===== config.mk =====
export PLATFORM = sky130hd
export DESIGN_NAME = load_cell_adc_serial_reader_unit
export DESIGN_NICKNAME = d
export VERILOG_FILES = /design/src/design/lcadc_pkg.sv /design/src/design/lcadc_div.sv /design/src/design/load_cell_adc_serial_reader_unit.sv
export SDC_FILE = /design/constraint.sdc
export NUM_CORES = 1
export LEC_CHECK = 0
export ABC_AREA = 1
export BUFFER_PORTS_ARGS = -buffer_cell sky130_fd_sc_hd__buf_2
export CAP_MARGIN = 30
export CORE_ASPECT_RATIO = 2
export CORE_MARGIN = 10
export CORE_UTILIZATION = 45
export DETAILED_ROUTE_END_ITERATION = 6
export PLACE_DENSITY = 0.68
export SLEW_MARGIN = 0
export SYNTH_ARGS = -nofsm -noshare
export SYNTH_HDL_FRONTEND = slang
export SYNTH_SLANG_ARGS = --single-unit

===== constraint.sdc =====
create_clock -name clk -period 6.02 [get_ports clk]
set_clock_uncertainty 0.15 [all_clocks]
set_input_delay 1.204 -clock clk [delete_from_list [all_inputs] [get_ports clk]]
set_output_delay 1.204 -clock clk [all_outputs]
set_load 0.03 [all_outputs]

===== src/design/lcadc_pkg.sv =====
`default_nettype none

package lcadc_pkg;

    localparam int SHIFT_W   = 24;
    localparam int SUM_W     = 32;
    localparam int UNITS_W   = 48;
    localparam int DIFF_W    = 25;
    localparam int DIVISOR_W = 32;
    localparam int NARROW_W  = 32;
    localparam int DIV_W     = DIFF_W + DIVISOR_W;
    localparam int CNT_W     = 6;

    localparam logic [1:0] KIND_MEASURE = 2'd1;
    localparam logic [1:0] KIND_TARE    = 2'd2;

    localparam logic [1:0] GAIN_128 = 2'd0;
    localparam logic [1:0] GAIN_64  = 2'd1;

    localparam logic [1:0] REG_GAIN  = 2'd0;
    localparam logic [1:0] REG_COUNT = 2'd1;
    localparam logic [1:0] REG_SCALE = 2'd2;

    localparam logic [31:0] SCALE_RESET = 32'h0001_0000;
    localparam logic [31:0] SCALE_ZERO  = 32'h0000_0000;

    localparam logic [UNITS_W-1:0] UNITS_MAX = {1'b0, {(UNITS_W-1){1'b1}}};
    localparam logic [UNITS_W-1:0] UNITS_MIN = {1'b1, {(UNITS_W-1){1'b0}}};

    typedef enum logic [5:0] {
        PH_IDLE     = 6'b000001,
        PH_WAIT     = 6'b000010,
        PH_BIT_HI   = 6'b000100,
        PH_BIT_LO   = 6'b001000,
        PH_PULSE_HI = 6'b010000,
        PH_PULSE_LO = 6'b100000
    } phase_t;

    typedef enum logic [3:0] {
        SQ_READY = 4'b0001,
        SQ_AVG   = 4'b0010,
        SQ_SETUP = 4'b0100,
        SQ_UNITS = 4'b1000
    } seq_t;

    typedef struct packed {
        logic start;
        logic narrow;
    } div_ctl_t;

    typedef struct packed {
        logic busy;
        logic done;
    } div_stat_t;

    function automatic logic [1:0] pulses_needed(input logic [1:0] gain);
        logic [1:0] n;
        unique case (gain)
            GAIN_128: n = 2'd1;
            GAIN_64:  n = 2'd3;
            default:  n = 2'd2;
        endcase
        return n;
    endfunction

endpackage

`default_nettype wire


===== src/design/lcadc_div.sv =====
`default_nettype none

// radix-2 restoring divider, unsigned; narrow requests use the low 32 dividend bits
module lcadc_div
    import lcadc_pkg::*;
(
    input  wire logic                 clk,
    input  wire logic                 rst_n,
    input  wire div_ctl_t             ctl,
    input  wire logic [DIV_W-1:0]     dividend,
    input  wire logic [DIVISOR_W-1:0] divisor,
    output div_stat_t                 stat,
    output logic [DIV_W-1:0]          quotient
);

    logic [DIVISOR_W:0]   rem_reg;
    logic [DIV_W-1:0]     quo_reg;
    logic [DIVISOR_W-1:0] dvs_reg;
    logic [CNT_W-1:0]     cnt_reg;
    logic                 run_reg;
    logic                 done_reg;

    logic [DIVISOR_W:0]   rem_shift;
    logic [DIVISOR_W+1:0] trial;
    logic                 fits;

    always_comb
    begin
        rem_shift = {rem_reg[DIVISOR_W-1:0], quo_reg[DIV_W-1]};
        trial     = {1'b0, rem_shift} - {2'b00, dvs_reg};
        fits      = ~trial[DIVISOR_W+1];
    end

    always_ff @(posedge clk or negedge rst_n)
    begin
        if (!rst_n)
        begin
            run_reg  <= 1'b0;
            done_reg <= 1'b0;
            cnt_reg  <= '0;
        end
        else if (ctl.start)
        begin
            run_reg  <= 1'b1;
            done_reg <= 1'b0;
            cnt_reg  <= ctl.narrow ? CNT_W'(NARROW_W) : CNT_W'(DIV_W);
        end
        else if (run_reg)
        begin
            cnt_reg <= cnt_reg - CNT_W'(1);
            if (cnt_reg == CNT_W'(1))
            begin
                run_reg  <= 1'b0;
                done_reg <= 1'b1;
            end
        end
        else
        begin
            done_reg <= 1'b0;
        end
    end

    always_ff @(posedge clk)
    begin
        if (ctl.start)
        begin
            rem_reg <= '0;
            dvs_reg <= divisor;
            quo_reg <= ctl.narrow ? {dividend[NARROW_W-1:0], {(DIV_W-NARROW_W){1'b0}}}
                                  : dividend;
        end
        else if (run_reg)
        begin
            rem_reg <= fits ? trial[DIVISOR_W:0] : rem_shift;
            quo_reg <= {quo_reg[DIV_W-2:0], fits};
        end
    end

    assign stat.busy = run_reg;
    assign stat.done = done_reg;
    assign quotient  = quo_reg;

endmodule

`default_nettype wire


===== src/design/load_cell_adc_serial_reader_unit.sv =====
`default_nettype none

// channel | dir | handshake           | payload
// in      | in  | in_valid/in_stall   | kind, dout_level
// out     | out | out_valid/out_stall | sck_level, busy_res, result_valid, result_is_tare,
//         |     |                     | raw_average, units_q16, scale_error
// cfg     | in  | cfg_valid/cfg_ready | cfg_index, cfg_data
//
// Ordinary ticks: result registered at the accepting edge, one request per cycle when input is not stalled.
// Last tick of a tare or zero-scale measurement: a 32-step divider pass.
// Last tick of a measurement: the 32-step average pass plus a 57-step pass.
// Input is stalled while the divider sequence runs or a result waits on out_stall.
// Reset clears configuration to gain 128, count 1, scale 1.0 and the reader to idle.
module load_cell_adc_serial_reader_unit
    import lcadc_pkg::*;
#(
    parameter int SAMPLE_BITS = 24
)
(
    input  wire logic               clk,
    input  wire logic               rst_n,

    input  wire logic               in_valid,
    output logic                    in_stall,
    input  wire logic [1:0]         kind,
    input  wire logic               dout_level,

    output logic                    out_valid,
    input  wire logic               out_stall,
    output logic                    sck_level,
    output logic                    busy_res,
    output logic                    result_valid,
    output logic                    result_is_tare,
    output logic signed [23:0]      raw_average,
    output logic signed [47:0]      units_q16,
    output logic                    scale_error,

    input  wire logic               cfg_valid,
    output logic                    cfg_ready,
    input  wire logic [1:0]         cfg_index,
    input  wire logic [31:0]        cfg_data
);

    localparam logic [4:0] BITS_LIMIT = 5'(SAMPLE_BITS);

    logic [1:0]          gain_reg;
    logic [7:0]          count_reg;
    logic [31:0]         scale_reg;

    phase_t              phase_reg, phase_next;
    logic [4:0]          bit_cnt_reg, bit_cnt_next;
    logic [1:0]          pulse_cnt_reg, pulse_cnt_next;
    logic [SHIFT_W-1:0]  shift_reg, shift_next;
    logic [SUM_W-1:0]    sum_reg, sum_next;
    logic [7:0]          taken_reg, taken_next;
    logic [SHIFT_W-1:0]  offset_reg;
    logic                tare_reg, tare_next;

    seq_t                seq_reg;
    logic [SHIFT_W-1:0]  avg_reg;
    logic                neg_reg;

    logic                out_valid_reg;
    logic                sck_reg, busy_reg, rv_reg, is_tare_reg, serr_reg;
    logic [SHIFT_W-1:0]  raw_reg;
    logic [UNITS_W-1:0]  units_reg;

    logic                in_acc, out_take;
    logic                step_sck, step_busy, final_tick;
    logic [1:0]          pulse_inc;
    logic [7:0]          taken_inc, cnt_eff;
    logic [SUM_W-1:0]    sample_sext, sum_add, sum_abs;
    logic [SUM_W-1:0]    avg_q, avg_signed;
    logic [DIFF_W-1:0]   diff, diff_abs;
    logic [31:0]         scale_abs;
    logic                units_neg, pos_ovf, neg_ovf;
    logic [UNITS_W-1:0]  units_final;
    logic                finish_short, finish_long;

    div_ctl_t            div_ctl;
    div_stat_t           div_stat;
    logic [DIV_W-1:0]    div_dividend, div_quo;
    logic [DIVISOR_W-1:0] div_divisor;

    assign cfg_ready = 1'b1;
    assign in_acc    = in_valid && !in_stall;
    assign out_take  = out_valid_reg && !out_stall;
    assign in_stall  = (seq_reg != SQ_READY) || (out_valid_reg && out_stall);

    always_comb
    begin
        pulse_inc   = pulse_cnt_reg + 2'd1;
        taken_inc   = taken_reg + 8'd1;
        cnt_eff     = (count_reg == 8'd0) ? 8'd1 : count_reg;
        sample_sext = {{(SUM_W-SAMPLE_BITS){shift_reg[SAMPLE_BITS-1]}},
                       shift_reg[SAMPLE_BITS-1:0]};
        sum_add     = sum_reg + sample_sext;
        sum_abs     = sum_add[SUM_W-1] ? (~sum_add + SUM_W'(1)) : sum_add;
    end

    // one half-phase of the serial reader
    always_comb
    begin
        phase_next     = phase_reg;
        bit_cnt_next   = bit_cnt_reg;
        pulse_cnt_next = pulse_cnt_reg;
        shift_next     = shift_reg;
        sum_next       = sum_reg;
        taken_next     = taken_reg;
        tare_next      = tare_reg;
        step_sck       = 1'b0;
        step_busy      = 1'b1;
        final_tick     = 1'b0;
        unique case (phase_reg)
            PH_IDLE:
            begin
                step_busy = 1'b0;
                if (kind == KIND_MEASURE || kind == KIND_TARE)
                begin
                    tare_next  = (kind == KIND_TARE);
                    sum_next   = '0;
                    taken_next = '0;
                    phase_next = PH_WAIT;
                    step_busy  = 1'b1;
                end
            end
            PH_WAIT:
            begin
                if (!dout_level)
                begin
                    bit_cnt_next   = '0;
                    pulse_cnt_next = '0;
                    shift_next     = '0;
                    phase_next     = PH_BIT_HI;
                end
            end
            PH_BIT_HI:
            begin
                step_sck     = 1'b1;
                shift_next   = {shift_reg[SHIFT_W-2:0], dout_level};
                bit_cnt_next = bit_cnt_reg + 5'd1;
                phase_next   = PH_BIT_LO;
            end
            PH_BIT_LO:
            begin
                phase_next = (bit_cnt_reg >= BITS_LIMIT) ? PH_PULSE_HI : PH_BIT_HI;
            end
            PH_PULSE_HI:
            begin
                step_sck   = 1'b1;
                phase_next = PH_PULSE_LO;
            end
            PH_PULSE_LO:
            begin
                pulse_cnt_next = pulse_inc;
                if (pulse_inc < pulses_needed(gain_reg))
                begin
                    phase_next = PH_PULSE_HI;
                end
                else
                begin
                    sum_next   = sum_add;
                    taken_next = taken_inc;
                    if (taken_inc < cnt_eff)
                    begin
                        phase_next = PH_WAIT;
                    end
                    else
                    begin
                        final_tick = 1'b1;
                        step_busy  = 1'b0;
                        phase_next = PH_IDLE;
                    end
                end
            end
            default:
            begin
                step_busy  = 1'b0;
                phase_next = PH_IDLE;
            end
        endcase
    end

    // average, offset difference and saturation around the divider
    always_comb
    begin
        avg_q      = div_quo[SUM_W-1:0];
        avg_signed = neg_reg ? (~avg_q + SUM_W'(1)) : avg_q;
        diff       = {avg_reg[SHIFT_W-1], avg_reg} - {offset_reg[SHIFT_W-1], offset_reg};
        diff_abs   = diff[DIFF_W-1] ? (~diff + DIFF_W'(1)) : diff;
        scale_abs  = scale_reg[31] ? (~scale_reg + 32'd1) : scale_reg;
        units_neg  = diff[DIFF_W-1] ^ scale_reg[31];
        pos_ovf    = |div_quo[DIV_W-1:UNITS_W-1];
        neg_ovf    = (|div_quo[DIV_W-1:UNITS_W]) ||
                     (div_quo[UNITS_W-1] && (|div_quo[UNITS_W-2:0]));
        if (neg_reg)
            units_final = neg_ovf ? UNITS_MIN : (~div_quo[UNITS_W-1:0] + UNITS_W'(1));
        else
            units_final = pos_ovf ? UNITS_MAX : div_quo[UNITS_W-1:0];

        finish_short = (seq_reg == SQ_SETUP) && (tare_reg || scale_reg == SCALE_ZERO);
        finish_long  = (seq_reg == SQ_UNITS) && div_stat.done;

        div_ctl.narrow = (seq_reg == SQ_READY);
        div_ctl.start  = (in_acc && final_tick) ||
                         ((seq_reg == SQ_SETUP) && !finish_short);
        if (seq_reg == SQ_READY)
        begin
            div_dividend = {{(DIV_W-SUM_W){1'b0}}, sum_abs};
            div_divisor  = {{(DIVISOR_W-8){1'b0}}, cnt_eff};
        end
        else
        begin
            div_dividend = {diff_abs, {DIVISOR_W{1'b0}}};
            div_divisor  = scale_abs;
        end
    end

    lcadc_div u_div (
        .clk      (clk),
        .rst_n    (rst_n),
        .ctl      (div_ctl),
        .dividend (div_dividend),
        .divisor  (div_divisor),
        .stat     (div_stat),
        .quotient (div_quo)
    );

    always_ff @(posedge clk or negedge rst_n)
    begin
        if (!rst_n)
        begin
            gain_reg  <= GAIN_128;
            count_reg <= 8'd1;
            scale_reg <= SCALE_RESET;
        end
        else if (cfg_valid && cfg_ready)
        begin
            unique case (cfg_index)
                REG_GAIN:  gain_reg  <= cfg_data[1:0];
                REG_COUNT: count_reg <= cfg_data[7:0];
                REG_SCALE: scale_reg <= cfg_data;
                default:   ;
            endcase
        end
    end

    always_ff @(posedge clk or negedge rst_n)
    begin
        if (!rst_n)
        begin
            phase_reg     <= PH_IDLE;
            bit_cnt_reg   <= '0;
            pulse_cnt_reg <= '0;
            shift_reg     <= '0;
            sum_reg       <= '0;
            taken_reg     <= '0;
            tare_reg      <= 1'b0;
            offset_reg    <= '0;
            seq_reg       <= SQ_READY;
            out_valid_reg <= 1'b0;
        end
        else
        begin
            if (in_acc)
            begin
                phase_reg     <= phase_next;
                bit_cnt_reg   <= bit_cnt_next;
                pulse_cnt_reg <= pulse_cnt_next;
                shift_reg     <= shift_next;
                sum_reg       <= sum_next;
                taken_reg     <= taken_next;
                tare_reg      <= tare_next;
            end
            if (finish_short && tare_reg)
                offset_reg <= avg_reg;

            unique case (seq_reg)
                SQ_READY: if (in_acc && final_tick) seq_reg <= SQ_AVG;
                SQ_AVG:   if (div_stat.done) seq_reg <= SQ_SETUP;
                SQ_SETUP: seq_reg <= finish_short ? SQ_READY : SQ_UNITS;
                SQ_UNITS: if (div_stat.done) seq_reg <= SQ_READY;
                default:  seq_reg <= SQ_READY;
            endcase

            if ((in_acc && !final_tick) || finish_short || finish_long)
                out_valid_reg <= 1'b1;
            else if (out_take)
                out_valid_reg <= 1'b0;
        end
    end

    always_ff @(posedge clk)
    begin
        if (in_acc && final_tick)
            neg_reg <= sum_add[SUM_W-1];
        else if (seq_reg == SQ_SETUP)
            neg_reg <= units_neg;

        if (seq_reg == SQ_AVG && div_stat.done)
            avg_reg <= avg_signed[SHIFT_W-1:0];

        priority if (in_acc && !final_tick)
        begin
            sck_reg     <= step_sck;
            busy_reg    <= step_busy;
            rv_reg      <= 1'b0;
            is_tare_reg <= 1'b0;
            raw_reg     <= '0;
            units_reg   <= '0;
            serr_reg    <= 1'b0;
        end
        else if (finish_short)
        begin
            sck_reg     <= 1'b0;
            busy_reg    <= 1'b0;
            rv_reg      <= 1'b1;
            is_tare_reg <= tare_reg;
            raw_reg     <= avg_reg;
            units_reg   <= '0;
            serr_reg    <= !tare_reg;
        end
        else if (finish_long)
        begin
            sck_reg     <= 1'b0;
            busy_reg    <= 1'b0;
            rv_reg      <= 1'b1;
            is_tare_reg <= 1'b0;
            raw_reg     <= avg_reg;
            units_reg   <= units_final;
            serr_reg    <= 1'b0;
        end
        else
        begin
            sck_reg <= sck_reg;
        end
    end

    assign out_valid      = out_valid_reg;
    assign sck_level      = sck_reg;
    assign busy_res       = busy_reg;
    assign result_valid   = rv_reg;
    assign result_is_tare = is_tare_reg;
    assign raw_average    = raw_reg;
    assign units_q16      = units_reg;
    assign scale_error    = serr_reg;

    a_div_in_seq: assert property (@(posedge clk) disable iff (!rst_n)
        (div_stat.busy || div_stat.done) |-> (seq_reg == SQ_AVG || seq_reg == SQ_UNITS))
        else $error("divider active outside its sequence");

    a_seq_phase_idle: assert property (@(posedge clk) disable iff (!rst_n)
        (seq_reg != SQ_READY) |-> (phase_reg == PH_IDLE))
        else $error("reader not idle during result sequence");

    a_result_quiet: assert property (@(posedge clk) disable iff (!rst_n)
        (out_valid && result_valid) |-> (!busy_res && !sck_level))
        else $error("result with busy or serial clock high");

    a_scale_err: assert property (@(posedge clk) disable iff (!rst_n)
        (out_valid && scale_error) |-> (result_valid && !result_is_tare && units_q16 == '0))
        else $error("scale error on wrong result");

endmodule

`default_nettype wire


=== Word level (Yosys, flattened, before mapping) ===
Cells that the tools add are included.
Widths: inputs -> output; s select.

* Input port bits: 42
* Register bits after elaboration: 380
* Word-level logic and storage cells: 198

* $lt $le $gt $ge: 3
* Add/sub/neg operators: 12
* Bitwise operators: 8
* Reductions and logical operators: 51
* Mux-type cells: 70
* Equality and inequality tests: 24

{| class="wikitable"
|+ Operators with widths
! cell !! count
|-
| $mux 57 || 4
|-
| $mux 48 || 3
|-
| $mux 32 || 4
|-
| $mux 24 || 4
|-
| $add 32x1->32 const B || 2
|-
| $not 32->32 || 2
|-
| $pmux 32 s2 || 1
|-
| $add 48x1->48 const B || 1
|-
| $not 48->48 || 1
|-
| $pmux 24 s2 || 1
|-
| $reduce_or 47->1 || 1
|-
| $pmux 6 s6 || 1
|-
| $sub 33x32->34 || 1
|-
| $add 32x32->32 || 1
|-
| $logic_not 32->1 || 1
|-
| $mux 8 || 4
|-
| $mux 31 || 1
|-
| $add 25x1->25 const B || 1
|-
| $mux 1 || 25
|-
| $mux 25 || 1
|-
| $not 25->25 || 1
|-
| $sub 24x24->25 || 1
|-
| $add 24x1->24 const B || 1
|-
| $mux 6 || 4
|-
| other kinds (48) || 101
|}

=== Depth between registers and ports, before layout ===
* Depth in word-level cells: 11
* Depth in mapped cells: 24

=== Cells and area by module ===
A second synthesis with hierarchy kept.

* Cell total of the unflattened synthesis: 4,005
* Area total of the unflattened synthesis: 26,758.2 µm²

{| class="wikitable"
|+ By module, submodules not included
! module !! area each (µm²) !! cells each !! instances !! seq. area each (µm²)
|-
| load_cell_adc_serial_reader_unit || 18,510.3 || 2,859 || 1 || 6,045.8
|-
| lcadc_div || 8,247.9 || 1,146 || 1 || 3,513.4
|}

=== Least setup slack after synthesis ===
No wires, ideal clock.

* Kind: register -> register
* Start point: reg taken_reg[0]
* End point: reg u_div.dvs_reg[0], enable pin
* Path buffers: 2
* Setup time: 0.409 ns
* Stages on the path, launching flop included: 12
* Clock period less this slack: 3.806 ns
* Data required time: 5.461 ns
* Path slack: 2.214 ns
* Arrival: 3.247 ns
* Path through: dfrtp_1 -> ha_1 -> nand4_1 -> xor2_1 -> inv_1 -> ha_1 -> nand4_1 -> o21ai_0 -> nand3_1 -> nand2_1 -> buf_4 -> buf_1

* Cells in the longest elaborated chain, start to end: 7

{| class="wikitable"
|+ RTL lines
! item !! RTL line !! text
|-
| start: declaration || load_cell_adc_serial_reader_unit.sv:55 || <nowiki>logic [7:0] taken_reg, taken_next;</nowiki>
|-
| start signal: assignment || load_cell_adc_serial_reader_unit.sv:272 || <nowiki>taken_reg <= taken_next;</nowiki>
|-
| $add 8x1->8 || load_cell_adc_serial_reader_unit.sv:93 || <nowiki>taken_inc = taken_reg + 8'd1;</nowiki>
|-
| $lt 8x8->1 || load_cell_adc_serial_reader_unit.sv:164 || <nowiki>if (taken_inc < cnt_eff)</nowiki>
|-
| $mux 1 || load_cell_adc_serial_reader_unit.sv:164 ||
|-
| $mux 1 || load_cell_adc_serial_reader_unit.sv:156 || <nowiki>if (pulse_inc < pulses_needed(gain_reg))</nowiki>
|-
| $mux 1 || load_cell_adc_serial_reader_unit.sv:114 || <nowiki>unique case (phase_reg)</nowiki>
|-
| $logic_and 1x1->1 || load_cell_adc_serial_reader_unit.sv:205 || <nowiki>div_ctl.start = (in_acc && final_tick) ||</nowiki>
|-
| $logic_or 1x1->1 || load_cell_adc_serial_reader_unit.sv:205 ||
|-
| end signal: assignment || lcadc_div.sv:68 || <nowiki>dvs_reg <= divisor;</nowiki>
|-
| end: declaration || lcadc_div.sv:18 || <nowiki>logic [DIVISOR_W-1:0] dvs_reg;</nowiki>
|}

No other way between the ends.
A chain may end at the register's enable or synchronous reset.

=== Final worst setup path ===
* Start point: reg taken_reg[2]
* End point: reg u_div.quo_reg[20], in the netlist u_div.quotient[20], enable pin

* Cells in the longest elaborated chain, start to end: 8

{| class="wikitable"
|+ RTL lines
! item !! RTL line !! text
|-
| $add 8x1->8 || load_cell_adc_serial_reader_unit.sv:93 ||
|-
| $lt 8x8->1 || load_cell_adc_serial_reader_unit.sv:164 ||
|-
| $mux 1 || load_cell_adc_serial_reader_unit.sv:164 ||
|-
| $mux 1 || load_cell_adc_serial_reader_unit.sv:156 ||
|-
| $mux 1 || load_cell_adc_serial_reader_unit.sv:114 ||
|-
| $logic_and 1x1->1 || load_cell_adc_serial_reader_unit.sv:205 ||
|-
| $logic_or 1x1->1 || load_cell_adc_serial_reader_unit.sv:205 ||
|-
| $reduce_bool 2->1 (no line) || n/a ||
|-
| end signal: assignment || lcadc_div.sv:69 || <nowiki>quo_reg <= ctl.narrow ? {dividend[NARROW_W-1:0], {(DIV_W-NARROW_W){1'b0}}}</nowiki>
|-
| end signal: assignment || lcadc_div.sv:75 || <nowiki>quo_reg <= {quo_reg[DIV_W-2:0], fits};</nowiki>
|-
| end: declaration || lcadc_div.sv:17 || <nowiki>logic [DIV_W-1:0] quo_reg;</nowiki>
|}

No other way between the ends.

==> results.json <==
{
  "num-nets-final": 3772,
  "drive_gt1_share_pct": 6.76,
  "status": "finished clean",
  "clk_latency_ns": 0.57,
  "initial_core_util_pct": 45.5,
  "hpwl_um": 58100,
  "cpMaxStageDelayCell": "buf_4",
  "grt_max_degree": 158,
  "cp.arrival_ns": 4.39,
  "gp_routability_congestion": 0.966,
  "ir_drop_v": 0.000247,
  "period_share_pct": 72.1,
  "synth_edf_count": 116,
  "grt_usage_pct": 22.5,
  "grt_antenna_before_repair": 0,
  "ctsHoldBuffers": 0,
  "area.growth.synth_to_final_pct": 10.2,
  "crit_path_max_fanout": 64,
  "timing.fmax_mhz": 230,
  "min_path_type": "reg2reg",
  "cts_root_buffer": "clkbuf_16",
  "worstPathRequired_ns": 6.07,
  "ys_types": 60,
  "yosysTopAreaCell": "dfrtp_1",
  "overflow": 0,
  "drc": 0,
  "via_per_inst": 5.42,
  "maxSlewHeadroom_pct": 32.8,
  "finalHoldViolations": 0,
  "antenna_cells": 0,
  "finalSetupViolCount": 0,
  "yosys_warnings": 0,
  "synth-seq-area-share_pct": 38.6,
  "core_area_um2": 54500,
  "grt_setup_unrepaired": "false",
  "final_antenna_net_count": 0,
  "placed_cell_area_um2": 26100,
  "reg2reg_setup_slack_ns": 1.68,
  "crit_path_end_kind": "flip-flop",
  "largest_reg_flops": 57,
  "die_area_um2": 65500,
  "seq_area_um2": 9560,
  "initialDrtViolationCount": 1388,
  "wl_per_cell_um": 17.2,
  "postSynthAreaPerCell_um2": 7.00,
  "tightest_slew_ns": 1.01,
  "grt_pass1_vias": 23200,
  "synth_cells": 3542,
  "p_leak_uw": 0.0133,
  "start_kind": "flip-flop",
  "postCtsSetupRepairBufs": 0,
  "port_buffers": 120,
  "io_pins": 122,
  "crit_path_cell_trace": "nand2_1 > inv_1 > nand4_1 > nor2_1 > nand2_1 > xor2_1 > inv_1 > ha_1 > nand4_1 > o21ai_0 > nand3_1 > buf_4 > nand2_4 > nor2_8 > inv_2 > buf_4",
  "cts.sinks": 380,
  "worstSetupPathType": "reg2reg",
  "cts_tree": "yes",
  "finalSetupTns_ns": 0,
  "drtPass1Iterations": 6,
  "syn_area_um2": 24800,
  "synth_ff_type": "dfrtp_1",
  "fp.dieH_um": 352,
  "drv_slew": 0,
  "h-tree-depth": 2,
  "max_stage_delay_ns": 0.65,
  "vias": 23500,
  "synth_top_area_share_pct": 15.4,
  "rows": 121,
  "synth_area_leaders": "dfrtp_1 15%, edfxtp_1 14%, nand2_1 13%",
  "synth_common_cells": "869 x nand2_1, 494 x inv_1, 444 x nor2_1",
  "ys_ff_latch": 380,
  "grt_first_pass_wirelength_um": 119000,
  "yosysMostFrequentCell": "nand2_1",
  "clk_pin_slew_worst_paths_ns": 0.06,
  "cts_made_buffers": 38,
  "cts_resized": 0,
  "maxCapViolCount": 0,
  "die_x_um": 186,
  "wl_um": 74500,
  "fin_area_um2": 27300,
  "min_period_ns": 4.34,
  "n_fill_cell": 5522,
  "synth_fp_nets": 3691,
  "p_per_area_nw_per_um2": 315,
  "async_flop_share_pct": 41.3,
  "multi_input_comb_area_um2": 13000,
  "clockBufferDepth": 3
}
[cell usage in the layout, fill, tap and decap left out, types with 5 or more instances in the layout]
| cell type | instances |
|---|---|
| dfxtp_1 | 107 |
| nor2_1 | 442 |
| o21a_1 | 9 |
| o2111a_1 | 8 |
| edfxtp_1 | 116 |
| clkbuf_8 | 5 |
| a22o_1 | 5 |
| clkbuf_16 | 39 |
| a31oi_1 | 28 |
| dfrtp_1 | 153 |
| nand3b_1 | 17 |
| and3_1 | 8 |
| ha_1 | 104 |
| inv_1 | 493 |
| nand4_1 | 56 |
| o21bai_1 | 10 |
| o22ai_1 | 39 |
| clkbuf_1 | 14 |
| nand2_1 | 866 |
| or2_2 | 7 |
| o211ai_1 | 52 |
| a21o_1 | 6 |
| nand3_1 | 189 |
| xnor2_1 | 22 |
| inv_2 | 7 |
| buf_4 | 22 |
| nor3_1 | 51 |
| xor2_1 | 49 |
| o21ai_0 | 238 |
| a21oi_1 | 245 |
| mux2_2 | 9 |
| o21ai_1 | 29 |
| nor4_1 | 18 |
| buf_2 | 120 |
[worst paths after layout]
path,start,depth (start not counted),endpoint
max,taken_reg[2]$_DFFE_PN0P_,16,u_div.quotient[20]$_DFFE_PP_
max in group asynchronous,rst_n,2,sum_reg[3]$_DFFE_PN0P_
min,result_valid$_SDFFE_PP0P_,1,result_valid$_SDFFE_PP0P_
min in group asynchronous,rst_n,2,scale_reg[14]$_DFFE_PN0P_
max reg2reg,taken_reg[2]$_DFFE_PN0P_,16,u_div.quotient[20]$_DFFE_PP_
min reg2reg,result_valid$_SDFFE_PP0P_,1,result_valid$_SDFFE_PP0P_
[per-layer routing]
layer  up-vias  global-route usage [%]  part of all wire, %
met4         0                    12.3                  5.8
li1      11800                       -                    -
met5         -                       0                    0
met2       565                    41.9                   53
met1     10900                    23.8                   38
met3       188                    2.20                  3.7
[logic make-up after synthesis]
group,Yosys count,share of synthesized area (%)
AND/OR/NAND/NOR,1683,28.2
flip-flops,380,38.6
buffers and inverters,606,9.36
AO/OA/AOI/OAI,685,15.4
adder cells (fa/ha/maj),107,5.49
XOR/XNOR,71,2.51
multiplexers,9,0.409
other,1,0.0151
[cell type report]
| class | count | area share [%] |
|---|---|---|
| timing repair buffer | 145 | 3.02 |
| multi-input combinational | 2556 | 47.4 |
| sequential | 380 | 35.0 |
| clock buffer | 58 | 4.01 |
| clock inverter | 12 | 0.613 |
| tap | 676 | 3.09 |
| inverter | 502 | 6.89 |
[critical path: cells and delay by family (launching register included)]
family | cells | cell delay [ns]
XOR/XNOR | 1 | 0.16
AO/OA/AOI/OAI | 1 | 0.39
buffers and inverters | 5 | 1.13
AND/OR/NAND/NOR | 8 | 1.33
adder cells (fa/ha/maj) | 1 | 0.31
flip-flops | 1 | 0.39
[power breakdown]
| group | total [µW] | switching (µW) | internal (µW) |
|---|---|---|---|
| Clock | 2460 | 1060 | 1400 |
| Combinational | 2940 | 1930 | 1010 |
| Sequential | 3200 | 251 | 2950 |
[per-stage QoR]
stage	std cells	total power [µW]	utilization, %	worst slack, ns	hold slack (ns)
after detailed placement	4259	6160	47.8	1.66	0.299
after CTS	4329	8650	50.1	1.66	0.313
final	4329	8610	50.1	1.68	0.308
after floorplan	3542	5360	-	2.21	0.297
after global placement	4257	6120	47.8	1.72	0.293
after global routing	4329	9190	50.1	1.18	0.334
Power figures use the tool's default switching activity.
